===== src/hw/rtl/sdspi_pkg.sv =====
// ----------------------------------------------------------------------------
// SD SPI command engine package
// Request types and protocol constants shared by the command engine modules,
// and the CRC7 byte update used by the sequencer.
// ----------------------------------------------------------------------------
`timescale 1ns / 1ps
`default_nettype none

package sdspi_pkg;

  // Request codes on the input channel.
  localparam logic CMD_START = 1'b0;
  localparam logic CMD_RX    = 1'b1;

  // Result kinds on the output channel.
  localparam logic KIND_TX   = 1'b0;
  localparam logic KIND_DONE = 1'b1;

  // SD command numbers with a reply other than plain R1.
  localparam logic [5:0] CMD_CHECK_VOLTAGE     = 6'd8;
  localparam logic [5:0] CMD_STOP_TRANSMISSION = 6'd12;
  localparam logic [5:0] CMD_SEND_STATUS       = 6'd13;
  localparam logic [5:0] CMD_READ_OCR          = 6'd58;

  // Frame and bus constants.
  localparam logic [7:0]  START_TOKEN      = 8'h40;
  localparam logic [7:0]  FILL_BYTE        = 8'hFF;
  localparam logic [7:0]  BUSY_BYTE        = 8'h00;
  localparam logic [6:0]  CRC7_POLY        = 7'h09;
  localparam logic [15:0] POLL_LIMIT_RESET = 16'd255;

  // Input request: a command start or a byte received from the card.
  typedef struct packed {
    logic        command;
    logic [5:0]  cmd_index;
    logic [31:0] argument;
    logic [7:0]  rx_byte;
  } sdspi_in_t;

  // Result: the next byte to send, or the finished response.
  typedef struct packed {
    logic        kind;
    logic [7:0]  tx_byte;
    logic [7:0]  r1;
    logic [31:0] extended;
    logic        timed_out;
  } sdspi_out_t;

  // CRC7 (x^7 + x^3 + 1) advanced over one byte, most significant bit first.
  function automatic logic [6:0] crc7_byte(input logic [6:0] crc_in,
                                           input logic [7:0] data);
    logic [6:0] crc;
    logic       fb;
    crc = crc_in;
    for (int k = 7; k >= 0; k--) begin
      fb  = crc[6] ^ data[k];
      crc = {crc[5:0], 1'b0};
      if (fb) begin
        crc = crc ^ CRC7_POLY;
      end
    end
    return crc;
  endfunction

endpackage

`default_nettype wire


===== src/hw/rtl/sdspi_fsm.sv =====
// ----------------------------------------------------------------------------
// SD SPI command sequencer
// Holds the command state and, while step is high, turns one request per cycle into at most one result:
// frame bytes with a running CRC7, response polling, extra reads and busy wait.
// ----------------------------------------------------------------------------
`timescale 1ns / 1ps
`default_nettype none

module sdspi_fsm (
  input  wire logic                  clk,
  input  wire logic                  rst_n,
  input  wire logic                  step,
  input  wire sdspi_pkg::sdspi_in_t  item,
  input  wire logic [15:0]           poll_limit,
  output sdspi_pkg::sdspi_out_t      res,
  output logic                       res_valid
);

  // Phase codes.
  localparam logic [2:0] PH_IDLE    = 3'd0;
  localparam logic [2:0] PH_FRAME   = 3'd1;
  localparam logic [2:0] PH_PRE     = 3'd2;
  localparam logic [2:0] PH_POLL    = 3'd3;
  localparam logic [2:0] PH_EXTRA   = 3'd4;
  localparam logic [2:0] PH_POST    = 3'd5;
  localparam logic [2:0] PH_BUSY    = 3'd6;
  localparam logic [2:0] PH_BUSYEND = 3'd7;

  // Reply kinds.
  localparam logic [2:0] RK_R1  = 3'd0;
  localparam logic [2:0] RK_R1B = 3'd1;
  localparam logic [2:0] RK_R2  = 3'd2;
  localparam logic [2:0] RK_R3  = 3'd3;
  localparam logic [2:0] RK_R7  = 3'd4;

  localparam logic [2:0] LAST_ARG_BYTE = 3'd3;
  localparam logic [2:0] FRAME_TAIL    = 3'd5;

  logic [2:0]  phase_r, phase_nxt;
  logic [2:0]  bcnt_r, bcnt_nxt;
  logic [15:0] poll_r, poll_nxt;
  logic [2:0]  rkind_r, rkind_nxt;
  logic [31:0] arg_r, arg_nxt;
  logic [6:0]  crc_r, crc_nxt;
  logic [7:0]  first_r, first_nxt;
  logic [31:0] extra_r, extra_nxt;
  logic        tmo_r, tmo_nxt;

  logic [7:0]  send_byte;
  logic        fin;
  logic [7:0]  token;
  logic [7:0]  arg_byte;
  logic [2:0]  needs;
  logic        tail_fin;
  logic [2:0]  tail_phase;

  function automatic logic [7:0] START_TOKEN_OR(input logic [5:0] idx);
    return sdspi_pkg::START_TOKEN | {2'b00, idx};
  endfunction

  // Start token of a new frame.
  assign token = START_TOKEN_OR(item.cmd_index);

  // Argument byte at the current frame position, most significant first.
  always_comb begin
    unique case (bcnt_r[1:0])
      2'd0:    arg_byte = arg_r[31:24];
      2'd1:    arg_byte = arg_r[23:16];
      2'd2:    arg_byte = arg_r[15:8];
      default: arg_byte = arg_r[7:0];
    endcase
  end

  // Number of extra reply bytes for the current command.
  always_comb begin
    unique case (rkind_r)
      RK_R7, RK_R3: needs = 3'd4;
      RK_R2:        needs = 3'd1;
      default:      needs = 3'd0;
    endcase
  end

  // After the response (or its timeout) R1b goes on to the busy wait.
  assign tail_fin   = (rkind_r != RK_R1B);
  assign tail_phase = tail_fin ? PH_IDLE : PH_BUSY;

  // Next state and the byte or response for this request.
  always_comb begin
    phase_nxt = phase_r;
    bcnt_nxt  = bcnt_r;
    poll_nxt  = poll_r;
    rkind_nxt = rkind_r;
    arg_nxt   = arg_r;
    crc_nxt   = crc_r;
    first_nxt = first_r;
    extra_nxt = extra_r;
    tmo_nxt   = tmo_r;
    send_byte = sdspi_pkg::FILL_BYTE;
    fin       = 1'b0;
    res_valid = 1'b1;

    if (item.command == sdspi_pkg::CMD_START) begin
      // A start always restarts the sequence, whatever is running.
      arg_nxt   = item.argument;
      crc_nxt   = sdspi_pkg::crc7_byte(7'd0, token);
      first_nxt = sdspi_pkg::FILL_BYTE;
      extra_nxt = '1;
      tmo_nxt   = 1'b0;
      poll_nxt  = '0;
      bcnt_nxt  = '0;
      phase_nxt = PH_FRAME;
      send_byte = token;
      priority if (item.cmd_index == sdspi_pkg::CMD_CHECK_VOLTAGE) begin
        rkind_nxt = RK_R7;
      end else if (item.cmd_index == sdspi_pkg::CMD_READ_OCR) begin
        rkind_nxt = RK_R3;
      end else if (item.cmd_index == sdspi_pkg::CMD_STOP_TRANSMISSION) begin
        rkind_nxt = RK_R1B;
      end else if (item.cmd_index == sdspi_pkg::CMD_SEND_STATUS) begin
        rkind_nxt = RK_R2;
      end else begin
        rkind_nxt = RK_R1;
      end
    end else begin
      unique case (phase_r)
        PH_IDLE: begin
          // A received byte with no command running is dropped.
          res_valid = 1'b0;
        end
        PH_FRAME: begin
          if (bcnt_r < FRAME_TAIL) begin
            bcnt_nxt = bcnt_r + 3'd1;
            if (bcnt_r <= LAST_ARG_BYTE) begin
              send_byte = arg_byte;
              crc_nxt   = sdspi_pkg::crc7_byte(crc_r, arg_byte);
            end else begin
              send_byte = {crc_r, 1'b1};
            end
          end else if (rkind_r == RK_R1B) begin
            phase_nxt = PH_PRE;
          end else if (poll_limit == '0) begin
            tmo_nxt   = 1'b1;
            first_nxt = sdspi_pkg::FILL_BYTE;
            phase_nxt = tail_phase;
            fin       = tail_fin;
          end else begin
            poll_nxt  = 16'd1;
            phase_nxt = PH_POLL;
          end
        end
        PH_PRE: begin
          if (poll_limit == '0) begin
            tmo_nxt   = 1'b1;
            first_nxt = sdspi_pkg::FILL_BYTE;
            phase_nxt = tail_phase;
            fin       = tail_fin;
          end else begin
            poll_nxt  = 16'd1;
            phase_nxt = PH_POLL;
          end
        end
        PH_POLL: begin
          if (item.rx_byte != sdspi_pkg::FILL_BYTE) begin
            first_nxt = item.rx_byte;
            bcnt_nxt  = '0;
            phase_nxt = (needs != 3'd0) ? PH_EXTRA : PH_POST;
          end else if (poll_r >= poll_limit) begin
            tmo_nxt   = 1'b1;
            first_nxt = sdspi_pkg::FILL_BYTE;
            phase_nxt = tail_phase;
            fin       = tail_fin;
          end else begin
            poll_nxt = poll_r + 16'd1;
          end
        end
        PH_EXTRA: begin
          // The first extra byte lands in the top byte.
          unique case (bcnt_r[1:0])
            2'd0:    extra_nxt[31:24] = item.rx_byte;
            2'd1:    extra_nxt[23:16] = item.rx_byte;
            2'd2:    extra_nxt[15:8]  = item.rx_byte;
            default: extra_nxt[7:0]   = item.rx_byte;
          endcase
          bcnt_nxt = bcnt_r + 3'd1;
          if ((bcnt_r + 3'd1) >= needs) begin
            phase_nxt = PH_POST;
          end
        end
        PH_POST: begin
          phase_nxt = tail_phase;
          fin       = tail_fin;
        end
        PH_BUSY: begin
          if (item.rx_byte != sdspi_pkg::BUSY_BYTE) begin
            phase_nxt = PH_BUSYEND;
          end
        end
        default: begin
          // Last dummy byte of the busy wait has been exchanged.
          phase_nxt = PH_IDLE;
          fin       = 1'b1;
        end
      endcase
    end

    if (fin) begin
      res.kind      = sdspi_pkg::KIND_DONE;
      res.tx_byte   = '0;
      res.r1        = first_nxt;
      res.extended  = extra_nxt;
      res.timed_out = tmo_nxt;
    end else begin
      res.kind      = sdspi_pkg::KIND_TX;
      res.tx_byte   = send_byte;
      res.r1        = '0;
      res.extended  = '0;
      res.timed_out = 1'b0;
    end
  end

  // Control state; the frame argument and CRC are loaded by every start.
  always_ff @(posedge clk) begin
    if (!rst_n) begin
      phase_r <= PH_IDLE;
      bcnt_r  <= '0;
      poll_r  <= '0;
      rkind_r <= RK_R1;
      first_r <= sdspi_pkg::FILL_BYTE;
      extra_r <= '1;
      tmo_r   <= 1'b0;
    end else if (step) begin
      phase_r <= phase_nxt;
      bcnt_r  <= bcnt_nxt;
      poll_r  <= poll_nxt;
      rkind_r <= rkind_nxt;
      first_r <= first_nxt;
      extra_r <= extra_nxt;
      tmo_r   <= tmo_nxt;
    end
  end

  always_ff @(posedge clk) begin
    if (step) begin
      arg_r <= arg_nxt;
      crc_r <= crc_nxt;
    end
  end

endmodule

`default_nettype wire


===== src/hw/rtl/sd_spi_command_engine.sv =====
// ----------------------------------------------------------------------------
// SD card SPI-mode command engine
// Sequences one SD command exchange in SPI mode, one bus byte per request.
// ----------------------------------------------------------------------------
// Usage:
//   The input channel (in_valid / in_stall / in_data) carries requests: a
//   start with command index and argument, or the byte received from the card
//   for the byte sent last. The output channel (out_valid / out_stall /
//   out_data) returns one result per request: the next byte to shift out, or
//   the finished response (r1, extended bytes, timeout flag). A received byte
//   while no command runs gives no result.
//   The cfg channel writes the response poll limit; it is always ready and
//   should only be written while the engine is idle.
//   A request passes through the input register, then the sequencer logic
//   into the output register. One request is accepted every cycle while the
//   receiver does not stall; the sequencer takes one step per accepted request.
//   Reset (rst_n low, synchronous) empties both registers, returns the
//   sequencer to idle and sets the poll limit to 255.
//   When the receiver stalls with a result held, the input register fills
//   and in_stall rises until the result is taken.
// ----------------------------------------------------------------------------
`timescale 1ns / 1ps
`default_nettype none

module sd_spi_command_engine (
  input  wire logic                  clk,
  input  wire logic                  rst_n,
  input  wire logic                  in_valid,
  output logic                       in_stall,
  input  wire sdspi_pkg::sdspi_in_t  in_data,
  output logic                       out_valid,
  input  wire logic                  out_stall,
  output sdspi_pkg::sdspi_out_t      out_data,
  input  wire logic                  cfg_valid,
  output logic                       cfg_ready,
  input  wire logic [15:0]           cfg_data
);

  logic                  in_vld_r, in_vld_nxt;
  sdspi_pkg::sdspi_in_t  in_item_r;
  logic                  out_vld_r, out_vld_nxt;
  sdspi_pkg::sdspi_out_t out_item_r;
  logic [15:0]           poll_limit_r;

  logic                  adv;
  logic                  in_acc;
  sdspi_pkg::sdspi_out_t res;
  logic                  res_valid;

  // The held request advances when the output register is free or draining.
  assign adv      = in_vld_r && (!out_vld_r || !out_stall);
  assign in_stall = in_vld_r && !adv;
  assign in_acc   = in_valid && !in_stall;

  assign cfg_ready = 1'b1;
  assign out_valid = out_vld_r;
  assign out_data  = out_item_r;

  sdspi_fsm u_fsm (
    .clk        (clk),
    .rst_n      (rst_n),
    .step       (adv),
    .item       (in_item_r),
    .poll_limit (poll_limit_r),
    .res        (res),
    .res_valid  (res_valid)
  );

  // Valid flags of the input and output registers.
  always_comb begin
    in_vld_nxt = in_vld_r;
    if (in_acc) begin
      in_vld_nxt = 1'b1;
    end else if (adv) begin
      in_vld_nxt = 1'b0;
    end

    out_vld_nxt = out_vld_r;
    if (adv && res_valid) begin
      out_vld_nxt = 1'b1;
    end else if (out_vld_r && !out_stall) begin
      out_vld_nxt = 1'b0;
    end
  end

  always_ff @(posedge clk) begin
    if (!rst_n) begin
      in_vld_r     <= 1'b0;
      out_vld_r    <= 1'b0;
      poll_limit_r <= sdspi_pkg::POLL_LIMIT_RESET;
    end else begin
      in_vld_r  <= in_vld_nxt;
      out_vld_r <= out_vld_nxt;
      if (cfg_valid && cfg_ready) begin
        poll_limit_r <= cfg_data;
      end
    end
  end

  // Payload registers.
  always_ff @(posedge clk) begin
    if (in_acc) begin
      in_item_r <= in_data;
    end
    if (adv && res_valid) begin
      out_item_r <= res;
    end
  end

endmodule

`default_nettype wire


===== config.mk =====
export PLATFORM = sky130hd
export DESIGN_NAME = sd_spi_command_engine
export DESIGN_NICKNAME = d
export VERILOG_FILES = /design/src/hw/rtl/sdspi_pkg.sv /design/src/hw/rtl/sdspi_fsm.sv /design/src/hw/rtl/sd_spi_command_engine.sv
export SDC_FILE = /design/constraint.sdc
export NUM_CORES = 1
export LEC_CHECK = 0
export ABC_AREA = 1
export BUFFER_PORTS_ARGS = -buffer_cell sky130_fd_sc_hd__buf_2
export CAP_MARGIN = 20
export CORE_UTILIZATION = 45
export DETAILED_ROUTE_END_ITERATION = 6
export HOLD_SLACK_MARGIN = 0.05
export PLACE_DENSITY = 0.67
export SLEW_MARGIN = 20
export SYNTH_ARGS = -nofsm -noshare
export SYNTH_HDL_FRONTEND = slang
export SYNTH_SLANG_ARGS = --single-unit

===== constraint.sdc =====
create_clock -name clk -period 4.6 [get_ports clk]
set_input_delay 0.92 -clock clk [delete_from_list [all_inputs] [get_ports clk]]
set_output_delay 0.92 -clock clk [all_outputs]
set_load 0.05 [all_outputs]

==> results by group <==
STA
  – Final setup violation count: 0
  – Pins over their slew limit: 0
  – Slew headroom: 0.351
  – Worst Slack Setup Final: 1.54 ns
  – Final Hold Fails: 0
  – Crit path time final: 3.06 ns
  – Unrepaired setup endpoints after global routing: no
  – Setup tns final: 0 ns
  – Final period utilization: 0.665
  – Worst Skew: 0.0137 ns
  – Fmax: 327 MHz
  – Least-Margin Pin Slew: 0.967 ns

Detailed routing
  – Antenna-violating nets left: 0
  – Routed WL: 22.4 mm
  – Drt initial violations: 526
  – DR WL/cell: 14.7 um
  – Via density: 5.18
  – Pre-Repair DR Iteration Count: 6
  – Number of remaining DRC errors: 15
  – Via count: 7900

Final layout
  – Ratio of cells with drive above 1 in the final layout: 0.162
  – Most frequent cells in the layout: 194 x nand2_1, 144 x a21oi_1, 136 x edfxtp_1, 119 x buf_2, 115 x inv_1
  – Diode count: 0
  – Final Instance Area: 11800 um2
  – Final core utilization: 0.536
  – Nets@finish: 1320
  – Fill cells: 2045
  – Area growth syn-to-layout: 16.3%
  – Most common cell after layout, fill and taps aside: nand2_1

Clock tree
  – Worst-skew pair later-pin latency: 0.51 ns
  – Maximum level of the CTS H-tree: 1
  – CTS buffer count: 24
  – Worst-path clk slew: 0.06 ns
  – CTS sink cnt: 220
  – CTS max path bufs: 3
  – CTS Hold Bufs: 0
  – CTS Root Cell: clkbuf_16
  – Quantity of gates resized following cts: 0
  – TritonCTS clock tree: yes
  – Post-CTS setup buffers: 0

Power and ir drop
  – Static Leak: 5.02 nW
  – NetSw: 1.13 mW
  – Flop pwr share: 0.478
  – Comb power frac: 0.099
  – Power, Total: 4.69 mW
  – Internal: 3.55 mW
  – Clk network pwr share: 0.423
  – Switching Share: 0.242
  – Pwr dens: 399 nW/um2
  – Peak supply drop: 0.000309 V

Placement
  – Setup WS pre-CTS: 1.57 ns
  – Routability cong.: 0.864
  – Detailed placer's ending HPWL: 15.1 mm
  – Placement Cell Area: 10900 um2
  – Port buffer count: 119

Setup path
  – CP Data Arrival Time: 3.50 ns
  – Startpoint types: flip-flop
  – CP Depth: 8
  – Critical path endpoint category: flip-flop
  – Kind of critical path: flip-flop to flip-flop
  – Slowest Stage Delay on Critical Path: 0.80 ns
  – Crit-path max FO: 15
  – WP buf/inv: 2
  – Crit-path cells: nand2_1 > nor2_2 > inv_2 > nor2_2 > inv_1 > o21ai_1 > nand2_1 > a21oi_1
  – Reg2Reg Capture Point: u_fsm.poll_r[12]
  – Reg2Reg Launch Point: u_fsm.phase_r[1]
  – CP max-delay cell: o21ai_1
  – CP required: 5.04 ns
  – R2R Setup Slk: 1.54 ns
  – Top Family by Delay on Critical Path: simple AND/OR/NAND/NOR gates
  – Cells on worst reg2reg path: 8

Global route
  – Largest net degree at the start of global routing: 73
  – Vias in the first global route: 7444
  – Antenna violations before repair: 0
  – Total GRT Usage: 0.195
  – Total gr overflow: 0
  – First-pass GRT wire length: 36.7 mm

Logic synthesis
  – Post-synthesis async set-or-reset flop share: 0
  – Netlist cell types: 43
  – Dominant synthesized flop cell: edfxtp_1
  – Synth top area share: 0.404
  – Sequential share of the synthesized area: 0.570
  – EDFF count, synth: 136
  – Area contributors post-synth: edfxtp_1 40%, dfxtp_1 17%, nand2_1 7.2%
  – Post-Syn Area per Cell: 9.01 um2
  – Synth Net Count: 1214
  – Synth warn: 0
  – Area leader, netlist: edfxtp_1
  – Synthesized area: 10100 um2
  – Cells after Synth: 1122
  – Yosys reg bits: 220

Floorplanning
  – Die Span X: 152 um
  – I/O pin count: 121
  – Cell row count: 54
  – Die area: 23100 um2
  – Initial Utilization: 0.461
  – Core Footprint: 22000 um2
  – Die Y: 152 um

Run
  – Number of max-cap violations: 0

Status
  – Failing checks: design-rule violations
  – Status: complete, but fails checks

Min path
  – Worst Hold Depth: 0
  – Hold EP: u_fsm.arg_r[23]
  – Hold/Removal Path Class: flip-flop to flip-flop
  – Hold_sp: in_item_r[31]
[registers in the layout, indices dropped and copies added, names as in the netlist]
register	flops
u_fsm.rkind_r	3
u_fsm.arg_r	32
out_data	50
out_valid	1
u_fsm.extra_r	32
u_fsm.poll_r	16
u_fsm.crc_r	7
poll_limit_r	16
u_fsm.first_r	8
in_vld_r	1
u_fsm.tmo_r	1
u_fsm.phase_r	3
in_item_r	47
u_fsm.bcnt_r	3
[kinds of logic after synthesis]
logic type / after synthesis / synth area share
buffers and inverters: 173 / 0.0683
AND/OR/NAND/NOR: 410 / 0.177
AO/OA/AOI/OAI: 283 / 0.145
XOR/XNOR: 11 / 0.00953
adder cells (fa/ha/maj): 24 / 0.0297
other: 1 / 0.000371
flip-flops: 220 / 0.570
[worst max-delay path by stage]
stage	start	to	slack, ns
final	u_fsm.phase_r[1]	u_fsm.poll_r[12]	1.54
after global routing	u_fsm.phase_r[1]	u_fsm.poll_r[1]	1.24
after CTS	u_fsm.poll_r[9]	out_data[49]	1.54
after detailed placement	u_fsm.poll_r[9]	out_data[47]	1.57
after global placement	u_fsm.poll_r[7]	out_data[49]	1.65
after floorplan	out_stall	u_fsm.crc_r[0]	0.86
[through the flow]
stage               hold slack [ns]  instances
detailed placement            0.405       1481
floorplan                     0.400       1122
CTS                           0.408       1525
finish                        0.409       1526
global placement              0.401       1481
global route                  0.419       1526
[metal layers]
metal | GRT usage | wire (um)
met4 | 0.0734 | 653
met2 | 0.320 | 10100
met3 | 0.0331 | 1340
met5 | 0 | 0
met1 | 0.259 | 10300
[cell usage after synthesis, types with 4 or more instances]
| cell | instances |
|---|---|
| nand2_1 | 194 |
| a21oi_1 | 144 |
| edfxtp_1 | 136 |
| inv_1 | 118 |
| nor2_1 | 98 |
| dfxtp_1 | 84 |
| o21ai_0 | 77 |
| nand3_1 | 46 |
| o21ai_1 | 43 |
| clkbuf_1 | 27 |
| ha_1 | 24 |
| nor3_1 | 19 |
| nand4_1 | 18 |
| xor2_1 | 10 |
| buf_2 | 9 |
| or2_2 | 9 |
| buf_1 | 6 |
| inv_2 | 6 |
| o211ai_1 | 6 |
| nor2_2 | 5 |
| buf_4 | 4 |
| nand3b_1 | 4 |
[power by group through the flow]
stage	logic [mW]	clock network, mW	registers, mW
detailed placement	0.464	0	2.28
CTS	0.466	2.03	2.24
global route	0.522	2.10	2.25
floorplan	0.290	0	2.32
global placement	0.456	0	2.28
finish	0.465	1.98	2.24
[final cells by class]
type / instances / area, um2 / area share
Tap cell: 280 / 350 / 0.0298
Sequential cell: 220 / 5770 / 0.490
Multi-Input combinational cell: 729 / 3670 / 0.312
Clock buffer: 28 / 637 / 0.0541
Inverter: 125 / 469 / 0.0399
Timing Repair Buffer: 128 / 676 / 0.0574
Clock inverter: 16 / 190 / 0.0162
(Power assumes the default switching activity.)
